## src/rtl/lbc_pkg.sv

```systemverilog
// Package for the LRU block cache tag engine: beat types, register indexes, codes.
`timescale 1ns / 1ps

package lbc_pkg;

    // Configuration register indexes
    localparam int unsigned CFG_ADDR_W = 1;
    localparam int unsigned CFG_DATA_W = 5;
    localparam logic [CFG_ADDR_W-1:0] CFG_SLOTS_IN_USE    = 1'b0;
    localparam logic [CFG_ADDR_W-1:0] CFG_BLOCK_SIZE_LOG2 = 1'b1;

    // Register reset values
    localparam logic [CFG_DATA_W-1:0] SLOTS_IN_USE_RST    = 5'd16;
    localparam logic [CFG_DATA_W-1:0] BLOCK_SIZE_LOG2_RST = 5'd12;

    // Block size limits (log2 of bytes)
    localparam logic [4:0] BLK_LOG2_MIN = 5'd3;
    localparam logic [4:0] BLK_LOG2_MAX = 5'd16;

    // Operation codes
    localparam logic FUNC_ACCESS = 1'b0;
    localparam logic FUNC_RENAME = 1'b1;

    // Status codes
    localparam logic STATUS_OK          = 1'b0;
    localparam logic STATUS_FILL_FAILED = 1'b1;

    // Request beat
    typedef struct packed {
        logic        func;
        logic [15:0] file_id;
        logic [15:0] new_file_id;
        logic [31:0] offset;
        logic [31:0] request_length;
        logic [16:0] fill_length;
        logic        fill_failed;
    } in_beat_t;

    // Result beat
    typedef struct packed {
        logic        hit;
        logic [3:0]  slot;
        logic        evicted;
        logic [15:0] block_offset;
        logic [16:0] bytes_to_copy;
        logic        end_of_file;
        logic        status;
        logic [4:0]  renamed_count;
    } out_beat_t;

endpackage

```

## src/rtl/lru_block_cache_tags_top.sv

```systemverilog
// Tag lookup and LRU replacement engine of a fully associative block cache.
//
// Usage: a request beat on s_* is either a block access (file id, byte
// offset, bytes wanted, fill length and fill status from the backing store)
// or a rename of a file id. Each request gives exactly one result beat on
// m_*: slot hit or filled, offset within the block, bytes to copy, end of
// file, fill status, or the number of entries relabeled by a rename.
// The request is held in the input register and its result in the result
// register; one request is taken every cycle while m_ready does not hold a
// beat back, since all tags are compared in parallel and the tag, length and
// recency registers update in the same cycle the result is registered.
// When m_ready is low the result register holds its beat and the input
// register holds one more; s_ready drops only when both are full.
// Reset (aresetn low, synchronous) empties the cache (no slot filled) and
// sets slots_in_use to 16 and block_size_log2 to 12. Write the cfg_*
// registers only while no request is outstanding.
`timescale 1ns / 1ps

module lru_block_cache_tags_top #(
    parameter int unsigned SLOTS = 16
) (
    input  logic                              aclk,
    input  logic                              aresetn,
    // Configuration write port
    input  logic                              cfg_we,
    input  logic [lbc_pkg::CFG_ADDR_W-1:0]    cfg_addr,
    input  logic [lbc_pkg::CFG_DATA_W-1:0]    cfg_wdata,
    // Request channel
    input  logic                              s_valid,
    output logic                              s_ready,
    input  lbc_pkg::in_beat_t                 s_data,
    // Result channel
    output logic                              m_valid,
    input  logic                              m_ready,
    output lbc_pkg::out_beat_t                m_data
);

    localparam int unsigned IDX_W = $clog2(SLOTS);
    localparam int unsigned CNT_W = $clog2(SLOTS + 1);
    localparam int unsigned LIM_W = (CNT_W > 5) ? CNT_W : 5;

    // Configuration registers
    logic [lbc_pkg::CFG_DATA_W-1:0] slots_in_use_reg;
    logic [lbc_pkg::CFG_DATA_W-1:0] blk_log2_reg;

    // Input and result registers
    lbc_pkg::in_beat_t  in_reg;
    logic               in_valid_reg;
    lbc_pkg::out_beat_t out_reg;
    logic               out_valid_reg;
    lbc_pkg::out_beat_t out_next;

    // Tag store, one register set per slot
    logic [15:0]      file_reg  [SLOTS];
    logic [28:0]      bnum_reg  [SLOTS];
    logic [16:0]      len_reg   [SLOTS];
    logic [IDX_W-1:0] rank_reg  [SLOTS];
    logic [15:0]      file_next [SLOTS];
    logic [28:0]      bnum_next [SLOTS];
    logic [16:0]      len_next  [SLOTS];
    logic [IDX_W-1:0] rank_next [SLOTS];
    logic [CNT_W-1:0] filled_reg;
    logic [CNT_W-1:0] filled_next;

    // Lookup signals
    logic             fire;
    logic [4:0]       lg;
    logic [16:0]      bs;
    logic [28:0]      bnum;
    logic [15:0]      boff;
    logic [LIM_W-1:0] limit;
    logic [SLOTS-1:0] valid_vec;
    logic [SLOTS-1:0] acc_match;
    logic [SLOTS-1:0] ren_match;
    logic             hit;
    logic [IDX_W-1:0] hit_idx;
    logic [IDX_W-1:0] lru_idx;
    logic [IDX_W-1:0] tgt_idx;
    logic [IDX_W-1:0] lru_rank;
    logic             free_slot;
    logic [CNT_W-1:0] old_rank;
    logic [16:0]      fill_len;
    logic [16:0]      len_sel;
    logic [16:0]      copy_raw;
    logic [16:0]      copy_len;
    logic             do_access;
    logic             miss_fail;
    logic             do_update;
    logic             do_rename;

    // Advance the pipeline when the result register is free or being drained
    assign fire    = in_valid_reg && (!out_valid_reg || m_ready);
    assign s_ready = !in_valid_reg || fire;
    assign m_valid = out_valid_reg;
    assign m_data  = out_reg;

    // Clamp the configuration values
    always_comb begin
        if (blk_log2_reg < lbc_pkg::BLK_LOG2_MIN) begin
            lg = lbc_pkg::BLK_LOG2_MIN;
        end else if (blk_log2_reg > lbc_pkg::BLK_LOG2_MAX) begin
            lg = lbc_pkg::BLK_LOG2_MAX;
        end else begin
            lg = blk_log2_reg;
        end
        if (slots_in_use_reg == '0) begin
            limit = LIM_W'(1);
        end else if (LIM_W'(slots_in_use_reg) > LIM_W'(SLOTS)) begin
            limit = LIM_W'(SLOTS);
        end else begin
            limit = LIM_W'(slots_in_use_reg);
        end
    end

    // Split the offset into block number and offset within the block
    assign bs       = 17'd1 << lg;
    assign bnum     = 29'(in_reg.offset >> lg);
    assign boff     = 16'(in_reg.offset & (32'(bs) - 32'd1));
    assign fill_len = (in_reg.fill_length < bs) ? in_reg.fill_length : bs;
    assign lru_rank = IDX_W'(filled_reg - CNT_W'(1));
    assign free_slot = LIM_W'(filled_reg) < limit;

    // Compare all tags in parallel
    always_comb begin
        for (int i = 0; i < SLOTS; i++) begin
            valid_vec[i] = filled_reg > CNT_W'(i);
            ren_match[i] = valid_vec[i] && (file_reg[i] == in_reg.file_id);
            acc_match[i] = ren_match[i] && (bnum_reg[i] == bnum)
                           && (17'(boff) < len_reg[i]);
        end
    end

    // Pick the lowest matching slot and the least recently used slot
    always_comb begin
        hit_idx = '0;
        lru_idx = '0;
        for (int i = SLOTS - 1; i >= 0; i--) begin
            if (acc_match[i]) begin
                hit_idx = IDX_W'(i);
            end
            if (valid_vec[i] && (rank_reg[i] == lru_rank)) begin
                lru_idx = IDX_W'(i);
            end
        end
    end

    assign hit = |acc_match;

    // Choose the target slot and the recency rank it leaves
    always_comb begin
        if (hit) begin
            tgt_idx  = hit_idx;
            old_rank = CNT_W'(rank_reg[hit_idx]);
            len_sel  = len_reg[hit_idx];
        end else if (free_slot) begin
            tgt_idx  = filled_reg[IDX_W-1:0];
            old_rank = filled_reg;
            len_sel  = fill_len;
        end else begin
            tgt_idx  = lru_idx;
            old_rank = filled_reg - CNT_W'(1);
            len_sel  = fill_len;
        end
    end

    // Bytes to copy: stored length past the offset, capped by the request
    always_comb begin
        copy_raw = (len_sel > 17'(boff)) ? (len_sel - 17'(boff)) : '0;
        if (in_reg.request_length < 32'(copy_raw)) begin
            copy_len = 17'(in_reg.request_length);
        end else begin
            copy_len = copy_raw;
        end
    end

    assign do_rename = (in_reg.func == lbc_pkg::FUNC_RENAME);
    assign do_access = (in_reg.func == lbc_pkg::FUNC_ACCESS)
                       && (in_reg.request_length != '0);
    assign miss_fail = do_access && !hit && in_reg.fill_failed;
    assign do_update = do_access && !miss_fail;

    // Next tag store contents
    always_comb begin
        filled_next = filled_reg;
        for (int i = 0; i < SLOTS; i++) begin
            file_next[i] = file_reg[i];
            bnum_next[i] = bnum_reg[i];
            len_next[i]  = len_reg[i];
            rank_next[i] = rank_reg[i];
            if (do_rename && ren_match[i]) begin
                file_next[i] = in_reg.new_file_id;
            end
            if (do_update) begin
                if (valid_vec[i] && (CNT_W'(rank_reg[i]) < old_rank)) begin
                    rank_next[i] = rank_reg[i] + IDX_W'(1);
                end
                if (tgt_idx == IDX_W'(i)) begin
                    rank_next[i] = '0;
                    if (!hit) begin
                        file_next[i] = in_reg.file_id;
                        bnum_next[i] = bnum;
                        len_next[i]  = fill_len;
                    end
                end
            end
        end
        if (do_update && !hit && free_slot) begin
            filled_next = filled_reg + CNT_W'(1);
        end
    end

    // Build the result beat
    always_comb begin
        out_next = '0;
        if (do_rename) begin
            out_next.renamed_count = 5'($countones(ren_match));
        end else if (miss_fail) begin
            out_next.block_offset = boff;
            out_next.status       = lbc_pkg::STATUS_FILL_FAILED;
        end else if (do_access) begin
            out_next.hit           = hit;
            out_next.slot          = 4'(tgt_idx);
            out_next.evicted       = !hit && !free_slot;
            out_next.block_offset  = boff;
            out_next.bytes_to_copy = copy_len;
            out_next.end_of_file   = len_sel < bs;
            out_next.status        = lbc_pkg::STATUS_OK;
        end
    end

    // Control registers and configuration
    always_ff @(posedge aclk) begin
        if (!aresetn) begin
            in_valid_reg     <= 1'b0;
            out_valid_reg    <= 1'b0;
            filled_reg       <= '0;
            slots_in_use_reg <= lbc_pkg::SLOTS_IN_USE_RST;
            blk_log2_reg     <= lbc_pkg::BLOCK_SIZE_LOG2_RST;
        end else begin
            if (s_ready) begin
                in_valid_reg <= s_valid;
            end
            if (fire) begin
                out_valid_reg <= 1'b1;
                filled_reg    <= filled_next;
            end else if (m_ready) begin
                out_valid_reg <= 1'b0;
            end
            if (cfg_we) begin
                unique case (cfg_addr)
                    lbc_pkg::CFG_SLOTS_IN_USE: begin
                        slots_in_use_reg <= cfg_wdata;
                    end
                    lbc_pkg::CFG_BLOCK_SIZE_LOG2: begin
                        blk_log2_reg <= cfg_wdata;
                    end
                    default: begin
                    end
                endcase
            end
        end
    end

    // Payload registers and tag store
    always_ff @(posedge aclk) begin
        if (s_valid && s_ready) begin
            in_reg <= s_data;
        end
        if (fire) begin
            out_reg <= out_next;
            for (int i = 0; i < SLOTS; i++) begin
                file_reg[i] <= file_next[i];
                bnum_reg[i] <= bnum_next[i];
                len_reg[i]  <= len_next[i];
                rank_reg[i] <= rank_next[i];
            end
        end
    end

endmodule
```

## config.mk

```make
export PLATFORM = sky130hd
export DESIGN_NAME = lru_block_cache_tags_top
export DESIGN_NICKNAME = d
export VERILOG_FILES = /design/src/rtl/lbc_pkg.sv /design/src/rtl/lru_block_cache_tags_top.sv
export SDC_FILE = /design/constraint.sdc
export NUM_CORES = 2
export LEC_CHECK = 0
export ABC_AREA = 1
export ABC_CLOCK_PERIOD_IN_PS = 13520
export BUFFER_PORTS_ARGS = -buffer_cell sky130_fd_sc_hd__buf_2
export CORE_MARGIN = 3
export CORE_UTILIZATION = 50
export CTS_CLUSTER_DIAMETER = 120
export DETAILED_ROUTE_END_ITERATION = 7
export PLACE_DENSITY = 0.77
export SYNTH_ARGS = -nofsm -noshare
export SYNTH_HDL_FRONTEND = slang
export SYNTH_SLANG_ARGS = --single-unit
```

## constraint.sdc

```tcl
create_clock -name aclk -period 13.52 [get_ports aclk]
set_clock_uncertainty 0.05 [all_clocks]
set_input_delay 0.676 -clock aclk [delete_from_list [all_inputs] [get_ports aclk]]
set_output_delay 0.676 -clock aclk [all_outputs]
set_load 0.01 [all_outputs]
```

# == Word-level counts from Yosys, hierarchy flattened ==
# Memory sizes are Yosys's and may differ from the RTL's.
# Cells that the tools add are included.
# word_totals
reg_bits,178
mem_bits_rw,1056
in_bits,126
out_inout_bits,48
mem_count,4
# mem_list
name,depth,word_bits,read_ports,rd_clocked_by_memory_dff,write_ports,line_no,rtl
bnum_reg,16,29,16,0,16,lru_block_cache_tags_top.sv:55,logic [28:0] bnum_reg [SLOTS];
len_reg,16,17,17,0,16,lru_block_cache_tags_top.sv:56,logic [16:0] len_reg [SLOTS];
file_reg,16,16,16,0,16,lru_block_cache_tags_top.sv:54,logic [15:0] file_reg [SLOTS];
rank_reg,16,4,17,0,16,lru_block_cache_tags_top.sv:57,logic [IDX_W-1:0] rank_reg [SLOTS];
# classes
n_addsub,35
order_cmp,56
eq_ne,63
shift,2
muxes,259
bitwise,4
n_reduce_logical,121
# op_table
cell,n
$mux W29,48
$mux W16,65
$mux W17,52
$eq A29 B29 Y1,16
$mux W4,82
$lt A16 B17 Y1,16
$eq A16 B16 Y1,16
$logic_and A1 B1 Y1,105
$lt A4 B5 Y1,16
$add A4 B1 Y4 const B,16
$eq A4 B4 Y1,16
$gt A5 B4 Y1 const B,8
$mux W35,1
$lt A17 B17 Y1,2
$eq A4 B4 Y1 const B,8
$lt A32 B17 Y1,1
$reduce_bool A32 Y1,1
$shr A32 B5 Y29,1
$mux W5,6
$gt A5 B3 Y1 const B,4
$gt A17 B16 Y1,1
$shl A1 B5 Y17 const A,1
$sub A17 B16 Y17,1
$add A1 B1 Y2,8
25 further kinds,49

# == Depth between registers and ports, before layout ==
# An unclocked memory read counts as a cell.
# logic_depth
depth_word,32
mapped_depth,98
ltp_nobuf,89

# == Least setup slack after synthesis ==
# OpenSTA, ideal clock, no wires.
# synth_timing
path_type,flip-flop to flip-flop
startpoint,register blk_log2_reg[2] in the netlist's numbering
endpoint,register out_reg (netlist bit m_data[10]) (data pin)
setup_ns,0.253
t_arrival_ns,10.721
t_required_ns,13.217
setup_slack_ns,2.496
path_stages_with_launch,89
n_path_buf,9
period_less_slack_ns,11.024
path_cell_list,dfxtp_1 buf_6 nor2_1 a31oi_1 nor2_2 inv_1 buf_2 nor2_1 inv_1 nand2_1 nor2_1 inv_1 nor2_1 nor3_1 ha_1 nand2_1 inv_1 o21bai_1 [... 53 more ...] o21ai_0 a21oi_1 a31o_2 nand2_4 clkbuf_1 nand3_1 ha_1 a21oi_1 o21ai_0 nand3_1 a21oi_1 a211oi_1 nand2_1 nand2_2 nand2_2 buf_4 nor2_1 nor2_1
# synth_between
elab_chain_len,30
elab_cells_between_ends,102
classes_between,add/sub (2); order compare (21); eq/ne (16); shift (2); mux (22); bitwise (1); reduce/logical (37); memory (1)
# synth_lines
element,line_no,rtl
start: declaration,lru_block_cache_tags_top.sv:44,logic [lbc_pkg::CFG_DATA_W-1:0] blk_log2_reg;
start signal: assignment,lru_block_cache_tags_top.sv:238,blk_log2_reg <= lbc_pkg::BLOCK_SIZE_LOG2_RST;
start signal: assignment,lru_block_cache_tags_top.sv:255,blk_log2_reg <= cfg_wdata;
$gt A5 B5 Y1,lru_block_cache_tags_top.sv:101,end else if (blk_log2_reg > lbc_pkg::BLK_LOG2_MAX) begin
$mux W5,lru_block_cache_tags_top.sv:101,
$mux W5 *,lru_block_cache_tags_top.sv:99,if (blk_log2_reg < lbc_pkg::BLK_LOG2_MIN) begin
$shl A1 B5 Y17,lru_block_cache_tags_top.sv:116,assign bs = 17'd1 << lg;
$sub A16 B1 Y16,lru_block_cache_tags_top.sv:118,assign boff = 16'(in_reg.offset & (32'(bs) - 32'd1));
$and A16 B16 Y16,lru_block_cache_tags_top.sv:118,
$lt A16 B17 Y1,lru_block_cache_tags_top.sv:129,&& (17'(boff) < len_reg[i]);
$logic_and A1 B1 Y1,lru_block_cache_tags_top.sv:129,
$mux W4 (16 in a row),lru_block_cache_tags_top.sv:138,if (acc_match[i]) begin
$mem_v2 Z16 W17,-,
$mux W17,lru_block_cache_tags_top.sv:151,if (hit) begin
$sub A17 B16 Y17 or $gt A17 B16 Y1 (tied branches),lru_block_cache_tags_top.sv:168,copy_raw = (len_sel > 17'(boff)) ? (len_sel - 17'(boff)) : '0;
$mux W17,lru_block_cache_tags_top.sv:168,
$lt A32 B17 Y1,lru_block_cache_tags_top.sv:169,if (in_reg.request_length < 32'(copy_raw)) begin
$mux W17,lru_block_cache_tags_top.sv:169,
end signal: assignment,lru_block_cache_tags_top.sv:270,out_reg <= out_next;
end: declaration,lru_block_cache_tags_top.sv:49,lbc_pkg::out_beat_t out_reg;
# Every way passes the cells marked *; elsewhere a longest branch is shown, timed or not.
# A chain may end at the register's enable or synchronous reset.

# == Final worst setup path ==
# layout_timing
startpoint,register blk_log2_reg[2] in the netlist's numbering
endpoint,register out_reg (netlist bit m_data[7]) (data pin)
# The elaborated chain is that of the path after synthesis.

==> impl_metrics.toml <==
[floorplanning]
core_sq_mm = 0.1404
ios = 174
dieArea_sq_mm = 0.1467
start_util = 0.5064
core.rowCount = 137
fp.dieW_microns = 383.1
die_h_microns = 383.1

[synthesis]
netlist_top_cells_count = "1398 x nand2_1, 1217 x edfxtp_1, 748 x inv_1"
synth_area_sq_mm = 0.07109
ys_seq_area_frac = 0.5188
ys_warn_count = 0
ys_ff_latch = 1234
synth_edf_count = 1217
async_flop_share = 0
synth_top_area_frac = 0.5140
ys_types = 73
ys.flop_type = "edfxtp_1"
syn_area_per_cell_sq_um = 9.592
synth.most_common_cell = "nand2_1"
syn_inst = 7412
synth_top_cell_by_area = "edfxtp_1"
synthTopCellsByArea = "edfxtp_1 51%, nand2_1 7.4%, ha_1 6.7%, o21ai_0 4.7%, inv_1 3.9%"

[power_and_ir_drop]
power_frac_seq = 0.442
power-per-cell-area_mw_per_mm2 = 126.7
p_clk_frac = 0.386
p_leak_nw = 32.60
comb_power_share = 0.172
switchingPower_mw = 3.014
intPower_mw = 7.061
ir_worst_vdd_mv = 0.1649
switching_share = 0.2991

[clocking]
cts_sinks = 1234
clockRootBuffer = "clkbuf_16"
cts_buffers = 135
htreeDepth = 4
cts_setup_buffers = 0
clk_latency_ns = 0.84
clock_path_buffers = 3
cts_tree = "built"
clk_pin_slew_ns = 0.06

[sta]
finalSetupViolCount = 0
min_period_over_period = 0.9284
tightest_slew_ns = 1.366
slew_viol_final = 0
finalCriticalPeriod_ns = 12.55
fin_setup_tns_ns = 0
fmax_mhz = 79.67
hold_violations = 0
setup_ws_ns = 0.9680
relSlewSlack = 0.08703
rsz0062_at_grt = "no"

[critical_path]
crit_path_end_kind = "flip-flop"
path_class = "flip-flop to flip-flop"
critical-path-slowest-cell = "nor4_1"
r2r_setup_slack_ns = 0.97
worst-path-max-fanout = 33
rr_worst_depth = 67
reg2reg_from = "blk_log2_reg[2]"
max_stage_delay_ns = 0.72
crit_required_ns = 13.98
regToRegEndpoint = "m_data[7]"
crit_arrival_ns = 13.01
worst_path_most_repeated_cell = "a21oi_1"
critPathLaunchType = "flip-flop"

[route]
viasPerCell = 6.300
num_vias = 60503
wl_per_cell_microns = 26.32
dr.pass1.iters = 8
ant_nets = 0
routed_wl_microns = 252800
drcViolationCount = 0
drtIter0Drc = 10152

[min_path]
min_to = "in_reg[37]"
worstHoldPathCells = 1
hold_start = "s_data[37]"
hold_class = "primary input to flip-flop"

[grt]
grt_pass1_wl_microns = 367200
grt_antenna_before_repair = 5
track_usage = 0.3358
grt_max_degree = 190
grt_overflow_total = 0
grt_pass1_vias = 56601

[finish]
largest_reg_flops = 464
drive_above_1_share = 0.09100
nNetsFinal = 8139
areaGrowthSynthToFinish_pct = 11.83

[place]
port_buffers = 173
place.gp.congestion = 0.9825
hpwlAfterDp_microns = 170100
place_ws_ns = 1.038

[run]
maxCapViolCount = 0

[outcome]
outcome = "finished clean"
-- per-stage QoR --
stage / cells / util / hold slack [ns] / total power, mW / cell area, sq um
final: 9604 / 0.5663 / 0.03483 / 10.07 / 79510
after floorplan: 7417 / - / 0.4453 / 5.554 / 71110
after global placement: 9281 / 0.5276 / 0.4378 / 6.138 / 74070
after CTS: 9601 / 0.5661 / 0.0008625 / 10.00 / 79480
after detailed placement: 9281 / 0.5276 / 0.4518 / 6.173 / 74070
after global routing: 9601 / 0.5663 / 0.01737 / 10.35 / 79500
-- how the worst max path moves through the flow --
stage                                from         end  slack, ns  cells past startpoint
after global routing      blk_log2_reg[4]   m_data[7]      0.009                     84
after global placement    blk_log2_reg[4]   m_data[8]       1.42                     81
after detailed placement  blk_log2_reg[4]   m_data[7]       1.04                     68
final                     blk_log2_reg[2]   m_data[7]       0.97                     67
after CTS                 blk_log2_reg[4]   m_data[7]       0.96                     68
after floorplan           blk_log2_reg[2]  m_data[10]       2.50                     88
-- power groups by stage --
stage               sequential (mW)  clock [mW]  combinational (mW)
floorplan                      4.51           0                1.04
global placement               4.53           0                1.61
detailed placement             4.53           0                1.64
CTS                            4.45        3.88                1.67
global route                   4.46        4.05                1.84
finish                         4.46        3.89                1.73
-- per-layer routing --
layer	wire length, microns	up-vias	track usage
li1	-	26362	-
met4	15170	2	0.1739
met1	93810	28452	0.4606
met2	106400	4806	0.4911
met5	13	-	0
met3	37380	881	0.08662
-- cell usage in the layout, fill, tap and decap left out, drive strengths merged, types with 6 or more instances in the layout --
| cell | instances |
|---|---|
| a2111oi | 9 |
| a211oi | 25 |
| a21boi | 21 |
| a21o | 6 |
| a21oi | 384 |
| a221oi | 30 |
| a22o | 14 |
| a31oi | 13 |
| and2 | 6 |
| buf | 324 |
| bufinv | 16 |
| clkbuf | 158 |
| clkinv | 65 |
| clkinvlp | 7 |
| conb | 6 |
| dfxtp | 17 |
| dlygate4sd3 | 77 |
| edfxtp | 1217 |
| fa | 11 |
| ha | 383 |
| inv | 774 |
| mux2i | 67 |
| nand2 | 1418 |
| nand3 | 425 |
| nand3b | 23 |
| nand4 | 116 |
| nor2 | 442 |
| nor3 | 87 |
| nor3b | 9 |
| nor4 | 67 |
| o2111ai | 41 |
| o211ai | 39 |
| o21a | 6 |
| o21ai | 720 |
| o21bai | 8 |
| o22ai | 172 |
| or2 | 56 |
| xnor2 | 190 |
| xor2 | 237 |
-- layout make-up --
class	instances	area, sq um
Tap cell	1876	2347
Clock buffer	158	3475
Sequential cell	1234	36890
Timing Repair Buffer	401	2790
Multi-Input combinational cell	5070	29900
Fill cell	11722	60880
Inverter	777	2932
Clock inverter	85	1165
Antenna cell	3	7.507
-- cell families after synthesis --
| group | count (synthesis) | synth area share |
|---|---|---|
| buf+inv | 1113 | 0.06417 |
| fa+ha+maj | 394 | 0.07050 |
| compound gates | 1515 | 0.1209 |
| mux | 67 | 0.009433 |
| xor+xnor | 427 | 0.05260 |
| flops | 1234 | 0.5188 |
| other cells | 1 | 0.00005275 |
| simple gates | 2661 | 0.1635 |
-- what timing repair did --
item / 4_1_cts / 5_1_grt
hold endpoints to repair: 77 / 0
endpoints found under the setup margin: 0 / 17
hold buffers: 77 / 0
gates resized for setup: 0 / 6
-- worst max-delay path: cells and delay by family, from the launching register on --
kind / cells / cell delay [ns]
AND/OR/NAND/NOR: 31 / 5.21
flip-flops: 1 / 0.41
AO/OA/AOI/OAI: 24 / 4.31
adder cells (fa/ha/maj): 3 / 0.88
buffers and inverters: 9 / 1.33
(Power assumes the default switching activity.)
